### config.mk
export PLATFORM = sky130hd
export DESIGN_NAME = spcpg_isqrt
export DESIGN_NICKNAME = d
export VERILOG_FILES = /design/src/sv/smoothed_point_charge_potential_grid_unit_macros.svh /design/src/sv/spcpg_pkg.sv /design/src/sv/spcpg_isqrt.sv
export SDC_FILE = /design/constraint.sdc
export NUM_CORES = 1
export LEC_CHECK = 0
export BUFFER_PORTS_ARGS = -buffer_cell sky130_fd_sc_hd__buf_2
export CAP_MARGIN = 20
export CORE_ASPECT_RATIO = 0.75
export CORE_MARGIN = 5
export CORE_UTILIZATION = 40
export CTS_CLUSTER_DIAMETER = 120
export DETAILED_ROUTE_END_ITERATION = 8
export HOLD_SLACK_MARGIN = 0.15
export PLACE_DENSITY = 0.72
export SYNTH_ARGS = -nofsm -noshare
export SYNTH_HDL_FRONTEND = slang
export SYNTH_SLANG_ARGS = --single-unit
### constraint.sdc
create_clock -name i_clk -period 2.5 [get_ports i_clk]
set_clock_uncertainty 0.2 [all_clocks]
set_input_delay 0.125 -clock i_clk [delete_from_list [all_inputs] [get_ports i_clk]]
set_output_delay 0.125 -clock i_clk [all_outputs]
set_load 0.005 [all_outputs]
### src/sv/smoothed_point_charge_potential_grid_unit_macros.svh
// assertion helpers shared by the grid unit
`ifndef SMOOTHED_POINT_CHARGE_POTENTIAL_GRID_UNIT_MACROS_SVH
`define SMOOTHED_POINT_CHARGE_POTENTIAL_GRID_UNIT_MACROS_SVH

// same-cycle implication
`define SPCPG_ASSERT_IMP(label, clk, rst_n, pre, post) \
    label: assert property (@(posedge clk) disable iff (!rst_n) (pre) |-> (post)) \
        else $error("spcpg check failed");

// next-cycle implication
`define SPCPG_ASSERT_NXT(label, clk, rst_n, pre, post) \
    label: assert property (@(posedge clk) disable iff (!rst_n) (pre) |=> (post)) \
        else $error("spcpg check failed");

`endif

### src/sv/spcpg_pkg.sv
package spcpg_pkg;

    localparam logic CMD_LOAD = 1'b0;
    localparam logic CMD_EVAL = 1'b1;

    localparam logic [1:0] CFG_SPACING_X    = 2'd0;
    localparam logic [1:0] CFG_SPACING_Y    = 2'd1;
    localparam logic [1:0] CFG_SPACING_Z    = 2'd2;
    localparam logic [1:0] CFG_CHARGE_COUNT = 2'd3;

    localparam logic [15:0] SPACING_RESET = 16'd13107;

    // r = 0.7558904 * 0.25 in Q.16
    localparam logic [32:0] R_Q16 = 33'd12385;
    localparam logic [31:0] ONE_Q30 = 32'h4000_0000;
    localparam logic [63:0] INV_DIVIDEND = 64'h0000_4000_0000_0000;
    localparam logic [60:0] MAG_ROUND = 61'h80_0000;

    localparam logic signed [63:0] POT_MAX = 64'sh0000_7FFF_FFFF_FFFF;
    localparam logic signed [63:0] POT_MIN = -64'sh0000_8000_0000_0000;

    localparam logic [5:0] SQ_STEPS  = 6'd33;
    localparam logic [5:0] DIV_STEPS = 6'd33;

    localparam int unsigned MEM_W = 120;

    typedef struct packed {
        logic        start;
        logic [63:0] dividend;
        logic [32:0] divisor;
    } t_div_req;

    typedef enum logic [4:0] {
        S_IDLE, S_READ, S_DX, S_MX, S_MY, S_MZ, S_SQS, S_SQW, S_MN,
        S_DTS, S_DTW, S_DIS, S_DIW, S_T2, S_T3, S_T4, S_NUM,
        S_DPS, S_DPW, S_F, S_MAG, S_ACC, S_FIN
    } t_state;

endpackage

### src/sv/spcpg_isqrt.sv
module spcpg_isqrt import spcpg_pkg::*; (
    input  logic        i_clk,
    input  logic        i_rst_n,
    input  logic        i_start,
    input  logic [65:0] i_radicand,
    output logic        o_done,
    output logic [32:0] o_root
);

    logic        r_busy;
    logic        r_done;
    logic [5:0]  r_cnt;
    logic [65:0] r_rad;
    logic [34:0] r_rem;
    logic [32:0] r_root;

    logic [36:0] w_trem;
    logic [36:0] w_trial;
    logic [36:0] w_diff;
    logic        w_ge;

    // one result bit per step, two radicand bits shifted in
    assign w_trem  = {r_rem, r_rad[65:64]};
    assign w_trial = {2'b00, r_root, 2'b01};
    assign w_diff  = w_trem - w_trial;
    assign w_ge    = (w_trem >= w_trial);

    always_ff @(posedge i_clk) begin
        if (!i_rst_n) begin
            r_busy <= 1'b0;
            r_done <= 1'b0;
            r_cnt  <= 6'd0;
        end else begin
            r_done <= 1'b0;
            if (i_start) begin
                r_busy <= 1'b1;
                r_cnt  <= SQ_STEPS;
            end else if (r_busy) begin
                r_cnt <= r_cnt - 6'd1;
                if (r_cnt == 6'd1) begin
                    r_busy <= 1'b0;
                    r_done <= 1'b1;
                end
            end
        end
    end

    always_ff @(posedge i_clk) begin
        if (i_start) begin
            r_rad  <= i_radicand;
            r_rem  <= 35'd0;
            r_root <= 33'd0;
        end else if (r_busy) begin
            r_rad  <= {r_rad[63:0], 2'b00};
            r_rem  <= w_ge ? w_diff[34:0] : w_trem[34:0];
            r_root <= {r_root[31:0], w_ge};
        end
    end

    assign o_done = r_done;
    assign o_root = r_root;

endmodule

---- Word level (Yosys, flattened, before mapping) ----
Index checks and enable logic that the tools add are counted.
operators by class
  $add $sub $neg .......................... 2
  order comparisons ....................... 1
  equality and inequality tests ........... 1
  multiplexer cells ....................... 9
  bitwise operators ....................... 2
  reduce and logical (&&, ||, !) cells .... 3
operators by type and width
  operator                                                                count
  66-bit two-way mux                                                      2
  37-bit by 35-bit >= comparator with 1-bit output                        1
  35-bit two-way mux                                                      1
  35-bit subtractor                                                       1
  6-bit two-way mux                                                       2
  6-bit by 1-bit equality test with 1-bit output (second input constant)  1
  6-bit by 1-bit subtractor with 6-bit output (second input constant)     1
  1-bit two-way mux                                                       4
  3-bit OR reduction                                                      1
  1-bit NOT                                                               2
  2-bit nonzero test                                                      1
  2-bit OR reduction                                                      1
word-level totals
  flip-flop bits (word level) ............. 142
  input bits .............................. 69

---- Depth between registers and ports, before layout ----
  word-level depth ........................ 4
  mapped depth ............................ 14
  depth with buffers taken out ............ 11

---- Worst setup path after synthesis ----
OpenSTA, ideal clock, no wires.
  path kind ............................... reg2reg
  start ................................... register r_busy
  end ..................................... register r_rad[0], enable pin
  arrival ................................. 2.142 ns
  required time ........................... 1.874 ns
  setup slack ............................. -0.268 ns
  cell stages (with the launch flop) ...... 4
  buffers on the path ..................... 1
  period minus slack after synthesis ...... 2.768 ns
  path through ............................ dfxtp_1 > clkbuf_1 > clkinv_1 > nand2_1
on the way
  cells in the longest elaborated chain, start to end .. 1
ends and longest elaborated chain
  element                       line               source
  from (decl)                   spcpg_isqrt.sv:10  logic r_busy;
  from (signal assigned)        spcpg_isqrt.sv:30  r_busy <= 1'b0;
  from (signal assigned)        spcpg_isqrt.sv:36  r_busy <= 1'b1;
  from (signal assigned)        spcpg_isqrt.sv:41  r_busy <= 1'b0;
  2-bit nonzero test (no line)  n/a
  to (signal assigned)          spcpg_isqrt.sv:50  r_rad <= i_radicand;
  to (signal assigned)          spcpg_isqrt.sv:54  r_rad <= {r_rad[63:0], 2'b00};
  to (decl)                     spcpg_isqrt.sv:13  logic [65:0] r_rad;
Every way passes these cells.
A chain may end at the register's enable or synchronous reset.

---- Final worst setup path ----
  start ................................... register r_rem[10]
  end ..................................... register r_rem[14]
on the way
  cells in the longest elaborated chain, start to end .. 2
  elaborated cells on any way between the ends .. 3
  those cells by class .................... add/sub (1); order compare (1); mux (1)
ends and longest elaborated chain
  element                                                                                line                                  source
  from (decl)                                                                            spcpg_isqrt.sv:14                     logic [34:0] r_rem;
  from (signal assigned)                                                                 spcpg_isqrt.sv:55                     r_rem <= w_ge ? w_diff[34:0] : w_trem[34:0];
  35-bit subtractor or 37-bit by 35-bit >= comparator with 1-bit output (tied branches)  spcpg_isqrt.sv:25, spcpg_isqrt.sv:26
  35-bit two-way mux (*)                                                                 spcpg_isqrt.sv:55
Every way passes the cells marked *; elsewhere a longest branch is shown, timed or not.

==> out/metrics.yaml <==
ys_warn_count: 0
violations: "setup timing"
synth-seq-cells: 142
dieWidth_um: 171.2
synth_fp_nets: 886
drive_above_1_share_pct: 50.66
clock_latency_ps: 420
maxSlewViolCount: 0
post-dp-hpwl_um: 13570
leakagePower_nw: 5.177
grt_overflow_total: 0
start_util_pct: 40.47
via_count: 7260
setup_viol: 36
synth_top_area_share_pct: 25.42
placementRows: 44
netlist_area_sq_mm: 0.007797
layout_worst_path_cycle_share_pct: 111.3
holdWs_ps: 300.9
powerDensity_mw_per_mm2: 1041
clk_path_buf_depth: 2
dieHeight_um: 130.9
worstPathCellList: "ha_4 -> a21oi_4 -> o31ai_2 -> a31oi_2 -> nand2_2 -> a2111o_1 -> buf_6 -> and2_4 -> buf_12 -> a211oi_2 -> a21oi_1 -> nor2_1"
final_util_pct: 63.84
maxCapViolCount: 0
wire_per_inst_um: 17.55
p_total_mw: 12.81
num-nets-final: 1226
crit_required_ps: 2650
r2r-start: "r_rem[10]"
period_minus_slack_ps: 2783
path_clk_slew_ps: 70
synth-main-ff-cell: "dfxtp_1"
syn_to_final_growth_pct: 57.77
syn_area_per_cell_sq_um: 9.997
cts-htree-levels: 4
synth-async-reset-ratio_pct: 0
grt_pass1_vias: 7175
cts_tree: "yes"
cp_max_fo: 13
worst_path_max_delay_cell: "a2111o_1"
slowest_delay_ps: 440
clockRootBuffer: "clkbuf_16"
core_sq_mm: 0.01927
viasPerCell: 5.231
ant_nets: 0
finalWeightedCongestion: 0.9378
port_buffers: 102
synth_cell_types: 61
startpoint_type: "flop"
hold_viol_final: 0
clkSinkCount: 142
end_kind: "flop"
cts-buffers-inserted: 17
ys_seq_area_share_pct: 44.93
synth_edf_count: 66
syn_inst: 780
slew_headroom_pct: 49.63
worstHoldStart: "r_rem[34]"
vdd_drop_max_mv: 0.6666
worst_pin_slew_ps: 755.6
crit_type: "flop to flop"
hp-class: "flop to flop"
fmax_mhz: 359.3
setup_ws_ps: -283.3
first_pass_iters: 7
yosys.area.top_type: "edfxtp_1"
grt_use_total_pct: 20.02
grt_pass1_wl_um: 35970
die_area_sq_mm: 0.02242
status: "complete, but fails checks"
startpoint: "r_rem[10]"
antenna_found_initial: 1
drc_errors: 0
drtIter0Drc: 538
wl_um: 24360
ioPinCount: 103
grt_start_max_net_pins: 69
worstPathArrival_ps: 2930
rsz0062_at_grt: "true"
synth.area.top_cells: "edfxtp_1, dfxtp_1, mux2_2"
[cell families (layout without fill, tap and decap cells)]
family | count (synthesis) | after routing | synth area share (%)
other | 0 | 2 | 0
multiplexers | 98 | 98 | 13.61
buffers and inverters | 90 | 442 | 5.215
adder cells (fa/ha/maj) | 37 | 37 | 5.937
AO/OA/AOI/OAI | 153 | 153 | 13.98
XOR/XNOR | 35 | 35 | 3.931
AND/OR/NAND/NOR | 225 | 226 | 12.40
flip-flops | 142 | 142 | 44.93
[through the flow]
stage	setup TNS (ps)	instances	setup slack, ps	instance area [sq um]
after global placement	-8168	1254	-294.2	9801
after detailed placement	-9429	1254	-309.6	9801
after global routing	-10390	1387	-360.3	12300
final	-7260	1388	-283.3	12300
after CTS	-2850	1371	-140.8	11760
after floorplan	-2333	780	-121.1	7946
[layout by cell type, fill, tap and decap left out, drive strengths merged, types with 4 or more instances in the layout]
cell / netlist / routed
buf: 16 / 294
nor2b: 4 / 4
dfxtp: 76 / 76
nand2: 79 / 79
dlygate4sd3: 0 / 69
mux2: 64 / 64
nor2: 85 / 85
a21boi: 4 / 4
nand4: 4 / 4
xnor2: 25 / 25
xor2: 10 / 10
nand3: 17 / 17
o21ai: 17 / 17
and3: 6 / 6
o211ai: 4 / 4
inv: 45 / 56
clkbuf: 28 / 18
edfxtp: 66 / 66
o21a: 7 / 7
a21oi: 48 / 48
o21bai: 6 / 6
mux2i: 34 / 34
a21o: 10 / 10
a211oi: 11 / 11
a31oi: 7 / 7
a311oi: 23 / 23
ha: 37 / 37
and2: 3 / 4
nor3: 17 / 17
[what timing repair did]
item / 4_1_cts / 5_1_grt
endpoints found under the hold margin: 74 / 0
hold buffers: 69 / 0
endpoints found under the setup margin: 36 / 36
buffers inserted: 15 / 14
resized for setup: 105 / 92
pin swaps: 57 / 45
cloned: 2 / 1
[worst max-delay path: cells and delay by family (launching register included)]
family,cells,cell delay (ps)
AND/OR/NAND/NOR,3,370
AO/OA/AOI/OAI,6,1230
buffers and inverters,2,300
flip-flops,1,380
adder cells (fa/ha/maj),1,240
[cell usage after synthesis, types with 4 or more instances]
master,count
buf_6,8
xnor2_1,25
mux2i_1,34
a311oi_1,22
mux2_2,64
nor2b_1,4
o21bai_1,6
clkbuf_1,27
ha_1,37
o21ai_0,12
nand4_1,4
edfxtp_1,66
inv_1,45
nand2_1,78
nand3_1,17
dfxtp_1,76
o211ai_1,4
nor2_1,85
a31oi_1,7
a211oi_1,8
o21a_1,7
a21o_1,10
a21oi_1,45
nor3_1,17
and3_1,6
xor2_1,10
buf_2,6
[flip-flops by register name, summed over array words and instances (netlist names)]
signal  flops
r_busy      1
r_rad      66
r_cnt       6
o_done      1
o_root     33
r_rem      35
[power breakdown]
part | switching, mW | leakage (nW) | total (mW) | internal (mW)
combinational | 3.55 | 3.58 | 7.21 | 3.67
clock | 1.17 | 0.305 | 2.70 | 1.53
sequential | 0.173 | 1.30 | 2.90 | 2.72
[routing by layer]
layer	up-vias	track usage [%]	routed length (um)
li1	3493	-	-
met1	3462	26.02	10260
met2	248	32.89	12060
met3	57	4.451	1407
met4	0	7.685	637
met5	-	0	0
[final cells by class]
class                           instances  area (sq um)
Fill cell                            1392          6967
Multi-Input combinational cell        549          4842
Sequential cell                       142          3538
Timing Repair Buffer                  364          2810
Clock buffer                           17         425.4
Tap cell                              253         316.6
Clock inverter                         15         191.4
Inverter                               46         172.7
Antenna cell                            2         5.005
[path summary, 6_finish.rpt]
| check | end | slack [ps] | cells past startpoint |
|---|---|---|---|
| worst min-delay path | r_rem[34] | 300 | 2 |
| worst min register to register | r_rem[34] | 300 | 2 |
| worst max register to register | r_rem[14] | -280 | 12 |
| worst max-delay path | r_rem[14] | -280 | 12 |
Power figures use the tool's default switching activity.
