--- src/sv/smoothed_point_charge_potential_grid_unit_macros.svh ---
// assertion helpers shared by the grid unit
`ifndef SMOOTHED_POINT_CHARGE_POTENTIAL_GRID_UNIT_MACROS_SVH
`define SMOOTHED_POINT_CHARGE_POTENTIAL_GRID_UNIT_MACROS_SVH

// same-cycle implication
`define SPCPG_ASSERT_IMP(label, clk, rst_n, pre, post) \
    label: assert property (@(posedge clk) disable iff (!rst_n) (pre) |-> (post)) \
        else $error("spcpg check failed");

// next-cycle implication
`define SPCPG_ASSERT_NXT(label, clk, rst_n, pre, post) \
    label: assert property (@(posedge clk) disable iff (!rst_n) (pre) |=> (post)) \
        else $error("spcpg check failed");

`endif

--- src/sv/spcpg_pkg.sv ---
package spcpg_pkg;

    localparam logic CMD_LOAD = 1'b0;
    localparam logic CMD_EVAL = 1'b1;

    localparam logic [1:0] CFG_SPACING_X    = 2'd0;
    localparam logic [1:0] CFG_SPACING_Y    = 2'd1;
    localparam logic [1:0] CFG_SPACING_Z    = 2'd2;
    localparam logic [1:0] CFG_CHARGE_COUNT = 2'd3;

    localparam logic [15:0] SPACING_RESET = 16'd13107;

    // r = 0.7558904 * 0.25 in Q.16
    localparam logic [32:0] R_Q16 = 33'd12385;
    localparam logic [31:0] ONE_Q30 = 32'h4000_0000;
    localparam logic [63:0] INV_DIVIDEND = 64'h0000_4000_0000_0000;
    localparam logic [60:0] MAG_ROUND = 61'h80_0000;

    localparam logic signed [63:0] POT_MAX = 64'sh0000_7FFF_FFFF_FFFF;
    localparam logic signed [63:0] POT_MIN = -64'sh0000_8000_0000_0000;

    localparam logic [5:0] SQ_STEPS  = 6'd33;
    localparam logic [5:0] DIV_STEPS = 6'd33;

    localparam int unsigned MEM_W = 120;

    typedef struct packed {
        logic        start;
        logic [63:0] dividend;
        logic [32:0] divisor;
    } t_div_req;

    typedef enum logic [4:0] {
        S_IDLE, S_READ, S_DX, S_MX, S_MY, S_MZ, S_SQS, S_SQW, S_MN,
        S_DTS, S_DTW, S_DIS, S_DIW, S_T2, S_T3, S_T4, S_NUM,
        S_DPS, S_DPW, S_F, S_MAG, S_ACC, S_FIN
    } t_state;

endpackage

--- src/sv/spcpg_div.sv ---
module spcpg_div import spcpg_pkg::*; (
    input  logic        i_clk,
    input  logic        i_rst_n,
    input  t_div_req    i_req,
    output logic        o_done,
    output logic [32:0] o_quot
);

    logic        r_busy;
    logic        r_done;
    logic [5:0]  r_cnt;
    logic [32:0] r_rem;
    logic [32:0] r_low;
    logic [32:0] r_dvs;
    logic [32:0] r_quo;

    logic [33:0] w_trem;
    logic [33:0] w_diff;
    logic        w_ge;

    // restoring division; the upper dividend bits start below the divisor
    assign w_trem = {r_rem, r_low[32]};
    assign w_diff = w_trem - {1'b0, r_dvs};
    assign w_ge   = (w_trem >= {1'b0, r_dvs});

    always_ff @(posedge i_clk) begin
        if (!i_rst_n) begin
            r_busy <= 1'b0;
            r_done <= 1'b0;
            r_cnt  <= 6'd0;
        end else begin
            r_done <= 1'b0;
            if (i_req.start) begin
                r_busy <= 1'b1;
                r_cnt  <= DIV_STEPS;
            end else if (r_busy) begin
                r_cnt <= r_cnt - 6'd1;
                if (r_cnt == 6'd1) begin
                    r_busy <= 1'b0;
                    r_done <= 1'b1;
                end
            end
        end
    end

    always_ff @(posedge i_clk) begin
        if (i_req.start) begin
            r_rem <= {2'b00, i_req.dividend[63:33]};
            r_low <= i_req.dividend[32:0];
            r_dvs <= i_req.divisor;
            r_quo <= 33'd0;
        end else if (r_busy) begin
            r_rem <= w_ge ? w_diff[32:0] : w_trem[32:0];
            r_low <= {r_low[31:0], 1'b0};
            r_quo <= {r_quo[31:0], w_ge};
        end
    end

    assign o_done = r_done;
    assign o_quot = r_quo;

endmodule

--- config.mk ---
export PLATFORM = sky130hd
export DESIGN_NAME = spcpg_div
export DESIGN_NICKNAME = d
export VERILOG_FILES = /design/src/sv/smoothed_point_charge_potential_grid_unit_macros.svh /design/src/sv/spcpg_pkg.sv /design/src/sv/spcpg_div.sv
export SDC_FILE = /design/constraint.sdc
export NUM_CORES = 1
export LEC_CHECK = 0
export BUFFER_PORTS_ARGS = -buffer_cell sky130_fd_sc_hd__clkbuf_2
export CORE_MARGIN = 2
export CORE_UTILIZATION = 54
export CTS_CLUSTER_DIAMETER = 50
export DETAILED_ROUTE_END_ITERATION = 10
export GPL_TIMING_DRIVEN = 0
export HOLD_SLACK_MARGIN = 0.02
export PLACE_DENSITY = 0.77
export SLEW_MARGIN = 10
export SYNTH_ARGS = -nofsm -noshare
export SYNTH_HDL_FRONTEND = slang
export SYNTH_SLANG_ARGS = --single-unit
--- constraint.sdc ---
create_clock -name i_clk -period 5.26 [get_ports i_clk]
set_clock_uncertainty 0.1 [all_clocks]
set_input_delay 1.052 -clock i_clk [delete_from_list [all_inputs] [get_ports i_clk]]
set_output_delay 1.052 -clock i_clk [all_outputs]
set_load 0.05 [all_outputs]
# After elaboration in Yosys (flattened, before gate mapping)
# Cells that the tools add are included.
# classes
mux,11
n_lt_le_gt_ge,1
n_eq_ne,1
n_reduce_logical,3
bitwise,2
addsub,2
# ops
operator,count
$mux 33,3
$mux 31,2
$ge 34x33->1,1
$sub 33x33->33,1
$mux 6,2
$eq 6x1->1 const B,1
$sub 6x1->6 const B,1
$mux 1,4
$reduce_or 3->1,1
$not 1->1,2
$reduce_bool 2->1,1
$reduce_or 2->1,1
# word_totals
output_inout_bits,34
inputBits,100
register_bits,140
elab_cells,29

# Longest topological paths before layout
# depth
word_depth,4
mapped_depth,15
ltp_nobuf,12

# Worst setup path before layout
# No wires, ideal clock.
# synth_path
kind,reg-to-reg
startpoint,register r_low[32]
endpoint,"register r_rem[10], data pin"
synth_period_minus_slack_ns,3.449
path_buffers,2
t_required_ns,4.900
path_stages_with_launch,15
arrival_ns,3.089
slack_ns,1.811
path_cell_list,edfxtp_1 -> inv_1 -> ha_1 -> inv_1 -> fa_1 -> a21o_1 -> a221oi_4 -> o22ai_2 -> o31ai_4 -> o211ai_4 -> and2_4 -> buf_6 -> buf_12 -> mux2_4 -> mux2_2
# synth_via
elab_chain_cells,4
word_cells_on_any_way,5
# synth_rtl
item,line,source
"start, declared",spcpg_div.sv:13,logic [32:0] r_low;
"start signal, assigned",spcpg_div.sv:49,r_low <= i_req.dividend[32:0];
"start signal, assigned",spcpg_div.sv:54,"r_low <= {r_low[31:0], 1'b0};"
$sub 33x33->33 or $ge 34x33->1 (tied branches),"spcpg_div.sv:23, spcpg_div.sv:24",
$mux 33 *,spcpg_div.sv:53,r_rem <= w_ge ? w_diff[32:0] : w_trem[32:0];
$mux 31 *,spcpg_div.sv:52,end else if (r_busy) begin
$mux 31 *,spcpg_div.sv:47,if (i_req.start) begin
"end signal, assigned",spcpg_div.sv:48,"r_rem <= {2'b00, i_req.dividend[63:33]};"
"end signal, assigned",spcpg_div.sv:53,
"end, declared",spcpg_div.sv:12,logic [32:0] r_rem;
# Mark *: on every way between the ends. The rest lies on a longest branch, timed or not. The select of a mux whose other input is x is not followed.
# A chain may end at the register's enable or synchronous reset.

# Worst setup path after layout
# layout_path
startpoint,register r_low[32]
endpoint,"register r_rem[13], data pin"
# The elaborated chain is that of the path after synthesis.

==> impl_metrics.env <==
export IMPL_dp_hpwl_mm=13.8
export IMPL_fin_crit_sh=0.728
export IMPL_worst_slew_pin_slew_ps=989
export IMPL_synth_edff_count=97
export IMPL_cts_setup_buffers=0
export IMPL_hold_buffers=0
export IMPL_utilization=0.664
export IMPL_crit_slowest_cell="o31ai_4"
export IMPL_wl_per_cell_um=18.0
export IMPL_synthDistinctLibCells=65
export IMPL_r2r_setup_slack_ps=1430
export IMPL_start_util=0.555
export IMPL_antenna_left=0
export IMPL_cts_made_buffers=17
export IMPL_power_leakage_nw=3.93
export IMPL_cts_sinks=140
export IMPL_drive_gt1_frac=0.281
export IMPL_viasPerCell=5.73
export IMPL_cts_resized=0
export IMPL_min_to="r_rem[32]$_SDFFE_PP0P_"
export IMPL_synth_area_mm2=0.00770
export IMPL_area_delta_synth_final_pct=19.6
export IMPL_crit_path_frequent_cell="inv_1"
export IMPL_critical_path_class="flop to flop"
export IMPL_startpoint_type="flop"
export IMPL_grt_pass1_vias=6030
export IMPL_clkLatencyLatePin_ps=420
export IMPL_hp_start="r_rem[32]$_SDFFE_PP0P_"
export IMPL_dr_first_iter_drc_count=449
export IMPL_place_ws_ps=1190
export IMPL_port_buffers=133
export IMPL_relSlewSlack=0.341
export IMPL_synth_ff_type="edfxtp_1"
export IMPL_grt_first_pass_wirelength_mm=29.6
export IMPL_ys_warn_count=0
export IMPL_worstPathRequired_ps=5330
export IMPL_wl_mm=18.7
export IMPL_gp_congestion=0.922
export IMPL_fp_dieH_um=123
export IMPL_rsz0062_at_grt="false"
export IMPL_dr_pass1_iters=8
export IMPL_r2r_start="r_low[32]$_DFFE_PP_"
export IMPL_tns_ps=0
export IMPL_drcViolationCount=0
export IMPL_gr_total_overflow=0
export IMPL_ys_ff_latch=140
export IMPL_synthCells=693
export IMPL_slew_violations=0
export IMPL_crit_arrival_ps=3900
export IMPL_fmax_mhz=261
export IMPL_cp_end_kind="flop"
export IMPL_setup_ws_ps=1430
export IMPL_io_pins=134
export IMPL_num_vias=5958
export IMPL_whs_path_depth=2
export IMPL_maxCapViolCount=0
export IMPL_critPathBufInv=4
export IMPL_htreeDepth=4
export IMPL_reg2reg_to="r_rem[13]$_DFFE_PP_"
export IMPL_fp_row_count=43
export IMPL_reg2regPathDepth=14
export IMPL_grt_max_degree=48
export IMPL_grt_antenna_before_repair=0
export IMPL_grt_usage=0.256
export IMPL_n_antenna_cell=0
export IMPL_synth_async_reset_ratio=0
export IMPL_avgSynthCellArea_um2=11.1
export IMPL_crit_fanout=10
export IMPL_path_cells="inv_1 > ha_1 > inv_1 > fa_1 > a21o_1 > a221oi_4 > o22ai_2 > o31ai_4 > o211ai_4 > and2_4 > buf_6 > buf_12 > mux2_4 > mux2_2"
export IMPL_worst_path_largest_cell_delay_ps=410
export IMPL_num_fill_cells=1084
export IMPL_yosysSeqAreaShare=0.490
export IMPL_cpLargestDelayFamily="compound AO/OA/AOI/OAI gates"
export IMPL_hp_class="flop to flop"
export IMPL_die_x_um=123
export IMPL_hold_viol=0
export IMPL_status="finished, final reports clean"
export IMPL_min_period_ps=3830
export IMPL_cellPowerDensity_mw_per_mm2=421
export IMPL_setup_violations_final=0
export IMPL_clkTransAtPathRegs_ps=60
export IMPL_ir_worst_vdd_mv=0.273
export IMPL_whs_ps=409
export IMPL_die_area_mm2=0.0152
export IMPL_cts_root_buf="clkbuf_16"
export IMPL_cts_tree="built"
export IMPL_coreArea_mm2=0.0139
export IMPL_cts_max_path_buffers=2
export IMPL_finalPower_w=0.00388
export IMPL_syn_nets=829
export IMPL_finalNetCount=982
## layout make-up
cell class / count / area (um2) / share of cell area
Buffer: 33 / 156 / 0.0170
Clock inverter: 13 / 113 / 0.0122
Sequential cell: 140 / 3770 / 0.410
Inverter: 45 / 169 / 0.0183
Clock buffer: 19 / 475 / 0.0516
Tap cell: 180 / 225 / 0.0245
Multi-Input combinational cell: 475 / 3600 / 0.391
Timing Repair Buffer: 134 / 693 / 0.0753
## how the worst max path moves through the flow
| stage | start | end | slack (ps) | cells past startpoint |
|---|---|---|---|---|
| after floorplan | r_low[32]$_DFFE_PP_ | r_rem[10]$_DFFE_PP_ | 1810 | 14 |
| after global placement | i_req[97] | r_rem[11]$_DFFE_PP_ | 640 | 4 |
| after detailed placement | i_req[97] | r_rem[6]$_DFFE_PP_ | 1190 | 5 |
| after CTS | r_low[32]$_DFFE_PP_ | r_rem[15]$_DFFE_PP_ | 1440 | 14 |
| after global routing | r_low[32]$_DFFE_PP_ | r_rem[30]$_DFFE_PP_ | 1220 | 13 |
| final | r_low[32]$_DFFE_PP_ | r_rem[13]$_DFFE_PP_ | 1430 | 14 |
## state kept, by name (all words and copies together) (netlist names)
name,cells
r_dvs,33
r_low,33
r_cnt,6
r_rem,33
o_quot,33
r_busy,1
o_done,1
## tightest hold or removal path, stage by stage (launching register included)
cell and delay [ps]:
dfxtp_1 320, nor2_1 80, a211oi_1 50
## report_power, final
part | internal [W] | switching (W) | leakage (nW)
logic | 0.000578 | 0.000717 | 2.32
registers | 0.00133 | 0.0000604 | 1.31
clock network | 0.000679 | 0.000516 | 0.296
## kinds of logic (layout without fill, tap and decap cells)
| family | count (synthesis) | in the layout | synth area share |
|---|---|---|---|
| flops | 140 | 140 | 0.490 |
| xor+xnor | 29 | 29 | 0.0330 |
| fa+ha+maj | 36 | 36 | 0.0595 |
| simple gates | 175 | 175 | 0.112 |
| compound gates | 137 | 137 | 0.121 |
| buf+inv | 78 | 244 | 0.0422 |
| mux | 98 | 98 | 0.142 |
## per-stage QoR
stage / instance area (um2) / std cells
2_1_floorplan: 7700 / 693
3_3_place_gp: 8590 / 1006
3_5_place_dp: 8620 / 1007
4_1_cts: 9210 / 1039
5_1_grt: 9210 / 1039
6_report: 9210 / 1039
## metal layers
metal | vias up | track usage | share of wire
li1 | 2845 | - | -
met4 | 0 | 0.0973 | 0.025
met3 | 33 | 0.0770 | 0.071
met2 | 203 | 0.413 | 0.47
met1 | 2877 | 0.322 | 0.43
met5 | - | 0 | 0
## synthesized netlist by cell type (all sizes together) (13+ instances only)
cell | count | area, um2
nand3 | 16 | 80.1
clkbuf | 22 | 82.6
nor2b | 15 | 93.8
nor3 | 13 | 70.1
a21oi | 46 | 230
o21ai | 27 | 135
xnor2 | 19 | 166
mux2i | 40 | 400
dfxtp | 43 | 861
mux2 | 58 | 691
ha | 35 | 438
edfxtp | 97 | 2910
inv | 45 | 169
nor2 | 55 | 206
nand2 | 34 | 128
## cells in the final DEF (no fill, tap or decap), types with 4 or more instances in the layout
master	n
o21ai_0	27
mux2_4	10
nor2_1	55
clkbuf_2	133
clkbuf_16	19
a21o_1	12
edfxtp_1	97
inv_1	45
ha_1	35
nor2b_1	15
nor4_1	4
and3_1	6
o31ai_1	4
mux2_2	48
nand4_1	4
nand2_1	34
dfxtp_1	43
clkbuf_1	22
o21a_1	6
a211oi_1	8
a31oi_1	4
and2_1	4
buf_1	6
a221o_1	4
xor2_1	10
nand3_1	16
inv_6	6
xnor2_1	19
mux2i_1	40
a21oi_1	46
nor3_1	12
or3_1	6
No activity file was read; power rests on OpenSTA's default activity.
