File: config.mk
export PLATFORM = sky130hd
export DESIGN_NAME = spcpg_ram
export DESIGN_NICKNAME = d
export VERILOG_FILES = /design/src/sv/smoothed_point_charge_potential_grid_unit_macros.svh /design/src/sv/spcpg_ram.sv
export SDC_FILE = /design/constraint.sdc
export NUM_CORES = 1
export LEC_CHECK = 0
export ABC_AREA = 1
export BUFFER_PORTS_ARGS = -buffer_cell sky130_fd_sc_hd__buf_2
export CAP_MARGIN = 20
export CORE_ASPECT_RATIO = 1.4
export CORE_MARGIN = 4
export CORE_UTILIZATION = 66
export DETAILED_ROUTE_END_ITERATION = 7
export PLACE_DENSITY_LB_ADDON = 0.25
export SLEW_MARGIN = 20
export SYNTH_ARGS = -nofsm -noshare
export SYNTH_HDL_FRONTEND = slang
export SYNTH_SLANG_ARGS = --single-unit
File: constraint.sdc
create_clock -name i_clk -period 1.8 [get_ports i_clk]
set_input_delay 0.18 -clock i_clk [delete_from_list [all_inputs] [get_ports i_clk]]
set_output_delay 0.18 -clock i_clk [all_outputs]
set_load 0.1 [all_outputs]
File: src/sv/smoothed_point_charge_potential_grid_unit_macros.svh
// assertion helpers shared by the grid unit
`ifndef SMOOTHED_POINT_CHARGE_POTENTIAL_GRID_UNIT_MACROS_SVH
`define SMOOTHED_POINT_CHARGE_POTENTIAL_GRID_UNIT_MACROS_SVH

// same-cycle implication
`define SPCPG_ASSERT_IMP(label, clk, rst_n, pre, post) \
    label: assert property (@(posedge clk) disable iff (!rst_n) (pre) |-> (post)) \
        else $error("spcpg check failed");

// next-cycle implication
`define SPCPG_ASSERT_NXT(label, clk, rst_n, pre, post) \
    label: assert property (@(posedge clk) disable iff (!rst_n) (pre) |=> (post)) \
        else $error("spcpg check failed");

`endif

File: src/sv/spcpg_ram.sv
module spcpg_ram #(
    parameter int unsigned W  = 8,
    parameter int unsigned D  = 16,
    parameter int unsigned AW = (D > 1) ? $clog2(D) : 1
) (
    input  logic          i_clk,
    input  logic          i_we,
    input  logic [AW-1:0] i_waddr,
    input  logic [W-1:0]  i_wdata,
    input  logic          i_re,
    input  logic [AW-1:0] i_raddr,
    output logic [W-1:0]  o_rdata
);

    logic [W-1:0] r_mem [D];
    logic [W-1:0] r_rdata;

    always_ff @(posedge i_clk) begin
        if (i_we) begin
            r_mem[i_waddr] <= i_wdata;
        end
        if (i_re) begin
            r_rdata <= r_mem[i_raddr];
        end
    end

    assign o_rdata = r_rdata;

endmodule

# --- Word-level counts from Yosys, hierarchy flattened ---
# Memories as Yosys holds them, arrays and structs flattened. A register that Yosys moved wholly into a read port is not among the register bits.
# Cells that the tools add are included.
word_totals:
  ff_bits: 0
  ramBits: 128
  inputBits: 19
  out_inout_bits: 8
  elab_cells: 3
  memories: 1
op_classes:
  mux: 2
mem_list:
  columns: ["name", "depth", "word_bits", "rd", "rd_ports_with_merged_regs", "wr", "line", "source"]
  rows:
  - ["r_mem", 16, 8, 1, 1, 1, "spcpg_ram.sv:15", "logic [W-1:0] r_mem [D];"]
op_table:
  columns: ["op", "count"]
  rows:
  - ["1-bit 2-to-1 mux", 2]

# --- Depth between registers and ports, before layout ---
# Gate-level depths: netlist (run 1).
logic_depth:
  word_depth: 2
  depth_mapped: 8
  mapped_depth_nobuf: 7

# --- Least setup slack after synthesis (run 1) ---
# No wires, ideal clock.
synth_path:
  path_type: "input to register"
  start: "input port i_waddr[2]"
  end: "memory r_mem[10][0] (enable)"
  setup_time_ns: 0.370
  arrival_time_ns: 0.761
  required_time_ns: 1.430
  path_slack_ns: 0.669
  stages: 2
  n_path_buf: 0
  path_cell_list: "nand3b_1 -> nor2_1"
synth_rtl:
  columns: ["item", "line", "source"]
  rows:
  - ["from (decl)", "spcpg_ram.sv:8", "input logic [AW-1:0] i_waddr,"]
  - ["to (decl)", "spcpg_ram.sv:15", null]
# No word-level cell before the write port.

# --- Worst setup path in the final report (run 1) ---
layout_path:
  start: "register r_rdata[1] (netlist: o_rdata[1]), read port of r_mem"
  end: "output port o_rdata[1]"
layout_rtl:
  columns: ["item", "line", "source"]
  rows:
  - ["from (decl)", "spcpg_ram.sv:16", "logic [W-1:0] r_rdata;"]
  - ["to (decl)", "spcpg_ram.sv:12", "output logic [W-1:0] o_rdata"]
# No word-level cell between the ends.

==> results of run 1 <==
[cell families after synthesis]
kind of cell | Yosys count | synth area share
simple gates | 289 | 0.2076
buf+inv | 126 | 0.09394
flops | 136 | 0.6985
[how the worst min path moves through the flow]
stage               start           to  depth (start not counted)
3_5_place_dp         i_re   o_rdata[2]                          1
3_3_place_gp         i_re   o_rdata[2]                          1
5_1_grt              i_re   o_rdata[3]                          1
2_1_floorplan  i_wdata[0]  r_mem[0][0]                          0
6_report             i_re   o_rdata[1]                          1
4_1_cts              i_re   o_rdata[3]                          1
[sequential cells by signal, summed over array words and instances, names as in the netlist]
| register | flops |
|---|---|
| r_mem | 128 |
| o_rdata | 8 |
[layer usage]
metal  share of wire  wire length, um
met3           0.071              897
met1            0.37             4652
met5               0                0
met4           0.032              408
met2            0.53             6636
[per-stage QoR]
step                      hold slack [ps]  setup WS, ps  cells  total power, mW  utilization
after detailed placement            570.3         265.2    679            4.184       0.7100
after global placement              565.7         266.2    679            4.167       0.7100
after CTS                           151.1         342.4    711            7.025       0.7679
after global routing                144.1         332.6    711            7.272       0.7679
after floorplan                     278.9         669.2    551            4.011            -
final                               161.8         372.1    711            6.996       0.7679
[where the power goes]
part,internal (mW),switching [mW]
combinational,0.123,0.407
sequential,3.57,0.0226
clock,1.72,1.15
total,5.41,1.58
[placed cells by master, fill, tap and decap left out]
cell and count:
nand2_1 173, clkinv_4 1, clkinvlp_4 1, buf_12 1, inv_1 100, clkbuf_16 17, inv_2 2, nand3b_1 2
edfxtp_1 136, clkinv_1 4, nand3_1 97, buf_4 20, buf_2 26, clkinv_2 6, nor2_1 17, clkbuf_1 3
[area by class of cell]
type | instances | share of cell area
tap | 105 | 0.01988
inverter | 102 | 0.05792
timing repair buffer | 47 | 0.04543
multi-input combinational | 289 | 0.1836
clock buffer | 20 | 0.06606
clock inverter | 12 | 0.009275
sequential | 136 | 0.6178
==> out/qor.txt, run 1 <==
Worst path top cell family by delay: buffers and inverters
Tightest Pin Transition: 612.7 ps
CTS tree: done
Inserted Diodes: 0
MaxCap Viol Count: 0
period utilization: 0.7933
Seq/Total Area, Yosys: 0.6985
area of placed instances: 6112 um^2
CP Class: reg -> out
ys async rst share: 0
Clock transition at path regs: 50 ps
# setup viols final: 0
Ys Warns: 0
Residual DRC: 0
post-route cell area: 6610 um^2
PortBufs: 26
top-count cell post-synth: nand2_1
gp weighted congestion: 0.8388
critical path required time: 1620 ps
ratio of cells with drive above 1 in the final layout: 0.1221
M1 GR Usage: 0.3286
Critical Path AT: 1250 ps
Root Buffer: clkbuf_16
Worst slew margin: 0.5910
status: finished, final reports clean
Crit Path Max Fanout: 1
HPWL Detailed: 8085 um
Post-CTS Hold Buffers: 0
Filler Cells Inserted: 551
Sum Neg Setup Slack: 0 ps
total area of sequential cells: 4084 um^2
top cells by area, synth: edfxtp_1 70%, nand2_1 11%, nand3_1 8.3%, inv_1 6.4%, buf_6 1.2%
max-slew violation count: 0
worst setup path end: o_rdata[1]
Routed WL: 12600 um
vias after detailed routing: 3910
Post-DRT Antenna Nets: 0
Via density: 5.499
post-CTS setup buffer count: 0
H-tree levels: 4
Final Hold Viols: 0
RR Endpoint: o_rdata[2]
global route hottest layer: met2
peak supply drop: 0.9145 mV
syn_area_per_cell: 10.61 um^2
power density over the cells: 1058 nW/um^2
number of global-route vias before repair: 3957
R2R cell count: 6
# rows: 40
flop-to-flop setup slack: 540 ps
maximum root-to-sink buffer count: 2
largest net degree at the start of global routing: 65
drt initial violations: 399
Hold Crit Class: in -> reg
Area Growth Syn to Fin: 13.05%
CP startpoint kind: register
Die X: 87.55 um
post-synthesis cell type count: 11
Die Area: 10450 um^2
# nets final: 612
clock skew: 8.960 ps
Critical Path, Cell by Cell: buf_2
CTS resizes: 0
Syn Nets: 570
area of the multi-input gates: 1214 um^2
critical path's slowest cell: buf_2
met3 Use GR: 0.06436
area of the core: 8608 um^2
Starting Density: 0.6792
Tot GR Track Use: 0.2689
CP endpoint kind: output port
first-pass GRT wire length: 20310 um
Post-synth EDFFs: 136
mapped cell area: 5847 um^2
Overflow after GRT: 0
Synth top cells by count: 173 x nand2_1, 136 x edfxtp_1, 100 x inv_1, 97 x nand3_1, 17 x nor2_1
initial antenna violation count: 0
FMAX: 700.3 MHz
CTS buffer count: 17
Leak: 2.892 nW
Sink Count: 136
met2 usage: 0.4462
Post-synth top flop: edfxtp_1
Synth top area share: 0.6985
Critical R2R Launch: r_mem[5][2]
Syn Inst Count: 551
cell taking the most area after synthesis: edfxtp_1
Worst Path Buf+Inv: 1
Levels on crit path: 1
RSZ-0062 raised after global routing: false
drt wl/cell: 17.71 um
drt pass-1 iters: 5
crit path from: o_rdata[1]
Die Height: 119.4 um
number of synthesized register bits: 136
later-pin clock latency in the skew report: 410 ps
I/O Pins: 27
crit path time final: 1428 ps
max incr delay on CP: 450 ps
Power figures use the tool's default switching activity.
==> inputs of run 2 (changes only) <==
--- a/config.mk
+++ b/config.mk
@@ -10,7 +10,7 @@
 export CAP_MARGIN = 20
 export CORE_ASPECT_RATIO = 1.4
 export CORE_MARGIN = 4
-export CORE_UTILIZATION = 66
+export CORE_UTILIZATION = 55
 export DETAILED_ROUTE_END_ITERATION = 7
 export PLACE_DENSITY_LB_ADDON = 0.25
 export SLEW_MARGIN = 20
==> constraint.sdc (replaced) <==
create_clock -name i_clk -period 1.15 [get_ports i_clk]
set_input_delay 0.115 -clock i_clk [delete_from_list [all_inputs] [get_ports i_clk]]
set_output_delay 0.115 -clock i_clk [all_outputs]
set_load 0.1 [all_outputs]
==> run 2 against run 1 <==
  * Register-to-register slack worse by 510 ps
  * Cell count up 5.6%
  * Sequential power is 57% higher
  * The flow now finishes with violations (setup timing)
  * Hold slack got worse by 110 ps
==> out/qor.txt, run 2 (synthesis gave the netlist of run 1 again) <==
Via density: 5.369
Overflow after GRT: 0
initial antenna violation count: 0
drt pass-1 iters: 5
clock skew: 6.369 ps
Hold Crit Class: in -> reg
peak supply drop: 1.527 mV
RSZ-0062 raised after global routing: true
R2R cell count: 6
DP Cell Count: 719
maximum root-to-sink buffer count: 2
Clock transition at path regs: 60 ps
# nets final: 619
Starting Density: 0.5619
Die X: 95.14 um
# setup viols final: 8
Finished Core Util: 0.6872
post-CTS setup buffer count: 0
Final Hold Viols: 0
Leak: 3.100 nW
Crit Path Max Fanout: 1
CP Class: reg -> out
Worst path top cell family by delay: flip-flops
period utilization: 1.031
power density over the cells: 1750 nW/um^2
HP Start: i_re
ratio of cells with drive above 1 in the final layout: 0.1974
CP startpoint kind: register
largest reg by FF count: r_mem
critical path required time: 1030 ps
Critical R2R Launch: r_mem[12][0]
number of global-route vias before repair: 3960
first-pass GRT wire length: 20930 um
commonest non-fill, non-tap cells in the layout: 173 x nand2_1, 136 x edfxtp_1, 99 x inv_1, 65 x nand3_1, 32 x nand3_2
Post-DRT Antenna Nets: 0
flop-to-flop setup slack: 30 ps
HPWL Detailed: 8625 um
max incr delay on CP: 450 ps
vias after detailed routing: 4032
Post-CTS Hold Buffers: 0
Worst Path Buf+Inv: 1
gp weighted congestion: 0.8817
RR Endpoint: o_rdata[0]
Tot GR Track Use: 0.2388
Tightest Pin Transition: 640.2 ps
Residual DRC: 0
crit path from: o_rdata[2]
Die Height: 130.0 um
Critical Path AT: 1070 ps
Die Area: 12370 um^2
commonest non-fill, non-tap cell in the layout: nand2_1
PortBufs: 26
worst setup path end: o_rdata[2]
later-pin clock latency in the skew report: 420 ps
CTS buffer count: 17
critical path's slowest cell: edfxtp_1
failing checks: setup timing
status: finished with violations
Inserted Diodes: 0
area of the core: 10410 um^2
Root Buffer: clkbuf_16
Critical Path, Cell by Cell: buf_12
drt initial violations: 357
FMAX: 843.1 MHz
MaxCap Viol Count: 0
largest net degree at the start of global routing: 59
drt wl/cell: 18.26 um
Area Growth Syn to Fin: 22.30%
CTS tree: done
max-slew violation count: 0
Routed WL: 13710 um
dpl ws: -180.8 ps
non-filler cells, final: 751
Sink Count: 136
Setup WS post-layout: -36.06 ps
# rows: 44
I/O Pins: 27
crit path time final: 1186 ps
flip-flop count of the largest register after layout: 128
CP endpoint kind: output port
Worst slew margin: 0.5726
H-tree levels: 4
Levels on crit path: 1
==> run 2: cell types whose count changed in the layout (fill, tap and decap cells not counted), sizes merged <==
| cell | before | now |
|---|---|---|
| clkinvlp | 1 | 3 |
| clkinv | 11 | 6 |
| buf | 47 | 54 |
| inv | 102 | 103 |
| bufinv | 0 | 5 |
| clkbuf | 20 | 17 |
==> run 2: area by class of cell <==
cell class	count	area (um^2)
Clock inverter	15	226.5
Fill cell	726	3254
Tap cell	138	172.7
Inverter	102	382.9
Clock buffer	17	425.4
Sequential cell	136	4084
Timing Repair Buffer	54	485.5
Multi-Input combinational cell	289	1374
==> run 2: stage by stage <==
step | total power, mW | area [um^2] | setup TNS, ps | hold WS, ps
after floorplan | 6.278 | 5847 | 0 | 213.9
after global placement | 6.648 | 6339 | -988.6 | 480.4
after detailed placement | 6.668 | 6339 | -1174 | 475.5
after CTS | 12.52 | 7000 | -223.2 | 41.98
after global routing | 12.91 | 7151 | -394.1 | 45.71
final | 12.51 | 7151 | -139.9 | 48.10
==> run 2: worst min path at each step <==
| stage | slack, ps | to | depth (start not counted) |
|---|---|---|---|
| after floorplan | 210 | r_mem[0][0] | 0 |
| final | 50 | o_rdata[5] | 1 |
| after global placement | 480 | o_rdata[5] | 1 |
| after detailed placement | 480 | o_rdata[5] | 1 |
| after global routing | 50 | o_rdata[5] | 1 |
| after CTS | 40 | o_rdata[5] | 1 |
==> run 2: routing by layer <==
metal / GRT usage / up-vias / routed length, um
met5: 0 / - / 0
met4: 0.1512 / 0 / 705
met3: 0.05190 / 54 / 893
met2: 0.3938 / 191 / 7020
met1: 0.2818 / 1908 / 5092
li1: - / 1879 / -
==> run 2: power by group <==
part | switching, mW | leakage [nW] | internal, mW
Combinational | 0.686 | 1.56 | 0.303
Sequential | 0.0495 | 1.24 | 5.59
Clock | 2.04 | 0.309 | 3.85
==> run 2: timing repair <==
action | in CTS | in global routing
cloned | 0 | 0
resized for setup | 2 | 31
setup endpoints to repair | 9 | 16
hold endpoints to repair | 0 | 0
pin swaps | 0 | 7
==> inputs of run 3 (changes only) <==
--- a/config.mk
+++ b/config.mk
@@ -6,7 +6,7 @@
 export NUM_CORES = 1
 export LEC_CHECK = 0
 export ABC_AREA = 1
-export BUFFER_PORTS_ARGS = -buffer_cell sky130_fd_sc_hd__buf_2
+export BUFFER_PORTS_ARGS = -buffer_cell sky130_fd_sc_hd__buf_4
 export CAP_MARGIN = 20
 export CORE_ASPECT_RATIO = 1.4
 export CORE_MARGIN = 4
==> run 3 against run 2 <==
  * The flow still finishes with violations (setup timing)
  * Non-clock buffer count did not move
  * First-iteration DRC count fell by 0.56%
  * Global-route usage is 0.66 points lower
  * Maximum frequency is 0.76% higher
  * Register-to-register slack gained 30 ps
  * Critical path depth stayed put
  * Combinational power down 3.9%
  * Die area unchanged
  * Clock power down 18%
  * Sequential power is essentially flat
  * Critical path type unchanged
  * Highest routed layer unchanged
==> out/qor.txt, run 3 (synthesis gave the netlist of run 1 again) <==
Root Buffer: clkbuf_16
R2R cell count: 6
Leak: 3.017 nW
PortBufs: 26
ratio of cells with drive above 1 in the final layout: 0.1628
HP Start: i_wdata[7]
critical path required time: 1030 ps
peak supply drop: 0.9871 mV
MaxCap Viol Count: 0
CP startpoint kind: register
drt initial violations: 355
CTS buffer count: 17
largest reg by FF count: r_mem
RR Endpoint: o_rdata[1]
clock skew: 4.632 ps
commonest non-fill, non-tap cell in the layout: nand2_1
Via density: 5.282
# nets final: 619
commonest non-fill, non-tap cells in the layout: 173 x nand2_1, 136 x edfxtp_1, 100 x inv_1, 73 x nand3_1, 42 x buf_4
drt pass-1 iters: 7
Worst slew margin: 0.5754
Residual DRC: 0
initial antenna violation count: 0
crit path time final: 1177 ps
Crit Path Max Fanout: 1
Die Area: 12370 um^2
first-pass GRT wire length: 20140 um
Overflow after GRT: 0
later-pin clock latency in the skew report: 410 ps
vias after detailed routing: 3940
max-slew violation count: 0
RSZ-0062 raised after global routing: true
H-tree levels: 4
critical path's slowest cell: edfxtp_1
Critical Path, Cell by Cell: buf_6
Area Growth Syn to Fin: 19.17%
maximum root-to-sink buffer count: 2
CP endpoint kind: output port
area of placed instances: 6289 um^2
non-filler cells, final: 746
number of global-route vias before repair: 3862
period utilization: 1.024
area of the core: 10410 um^2
Inserted Diodes: 0
Critical R2R Launch: r_mem[5][1]
Tightest Pin Transition: 636.0 ps
Hold Crit Class: in -> reg
I/O Pins: 27
CP Class: reg -> out
Final Hold Viols: 0
FMAX: 849.5 MHz
# rows: 44
dpl ws: -203.2 ps
Routed WL: 13070 um
Sink Count: 136
CTS tree: done
Post-DRT Antenna Nets: 0
Die X: 95.14 um
post-route cell area: 6968 um^2
hold path endpoint: r_mem[3][7]
drt wl/cell: 17.52 um
Critical Path AT: 1060 ps
DP Cell Count: 718
HPWL Detailed: 8306 um
Clock transition at path regs: 50 ps
max incr delay on CP: 430 ps
Setup WS post-layout: -27.12 ps
Starting Density: 0.5619
Die Height: 130.0 um
failing checks: setup timing
Worst path top cell family by delay: flip-flops
Worst Path Buf+Inv: 1
power density over the cells: 1640 nW/um^2
# setup viols final: 4
flip-flop count of the largest register after layout: 128
Hold Path Stages: 1
status: finished with violations
Tot GR Track Use: 0.2322
largest net degree at the start of global routing: 55
gp weighted congestion: 0.9025
flop-to-flop setup slack: 60 ps
Finished Core Util: 0.6697
run 3: cell types whose count changed in the layout (fill, tap and decap cells not counted), moves of 3 or more:
cell / previous run / this run
buf_2: 18 / 0
buf_4: 26 / 42
buf_6: 0 / 8
nand3_1: 65 / 73
nand3_2: 32 / 24
buf_12: 10 / 3
clkinv_1: 0 / 4
clkinv_4: 4 / 0
bufinv_16: 5 / 2
clkbuf_1: 0 / 3
run 3: area by class of cell:
class,count,area [um^2]
sequential,136,4084
fill,767,3437
multi-input combinational,289,1334
timing repair buffer,54,475.5
clock buffer,20,436.7
inverter,102,382.9
tap,138,172.7
clock inverter,7,82.58
run 3: repair_timing:
action / in CTS / in global routing
hold buffers: 0 / 1
resized for setup: 9 / 23
hold endpoints to repair: 0 / 3
setup endpoints to repair: 9 / 14
pin swaps: 0 / 4
buffers inserted: 0 / 0
run 3: layer usage:
layer | routed length (um) | vias up | part of all wire | global-route usage
met3 | 794 | 27 | 0.061 | 0.05536
met2 | 6889 | 135 | 0.53 | 0.3996
met5 | 0 | - | 0 | 0
li1 | - | 1871 | - | -
met1 | 4933 | 1907 | 0.38 | 0.2676
met4 | 455 | 0 | 0.035 | 0.1189
run 3: how the worst max path moves through the flow:
stage,from,end,slack (ps),cells after the start
floorplan,i_waddr[3],r_mem[4][0],80,2
CTS,o_rdata[0],o_rdata[0],-30,1
finish,o_rdata[5],o_rdata[5],-30,1
detailed placement,i_raddr[0],o_rdata[2],-200,8
global placement,i_raddr[1],o_rdata[1],-160,6
global route,o_rdata[5],o_rdata[5],-50,1
run 3: stage by stage:
| step | power [mW] | setup TNS [ps] | hold slack [ps] |
|---|---|---|---|
| 3_3_place_gp | 6.597 | -1089 | 415.1 |
| 4_1_cts | 11.43 | -133.2 | 0.6654 |
| 2_1_floorplan | 6.278 | 0 | 213.9 |
| 5_1_grt | 11.79 | -262.6 | 54.76 |
| 6_report | 11.43 | -59.97 | 53.21 |
| 3_5_place_dp | 6.620 | -1291 | 428.9 |
run 3: report_power, final:
| part | internal, mW | switching, mW | leakage (nW) |
|---|---|---|---|
| sequential | 5.59 | 0.0401 | 1.24 |
| clock | 3.09 | 1.76 | 0.248 |
| combinational | 0.277 | 0.673 | 1.53 |
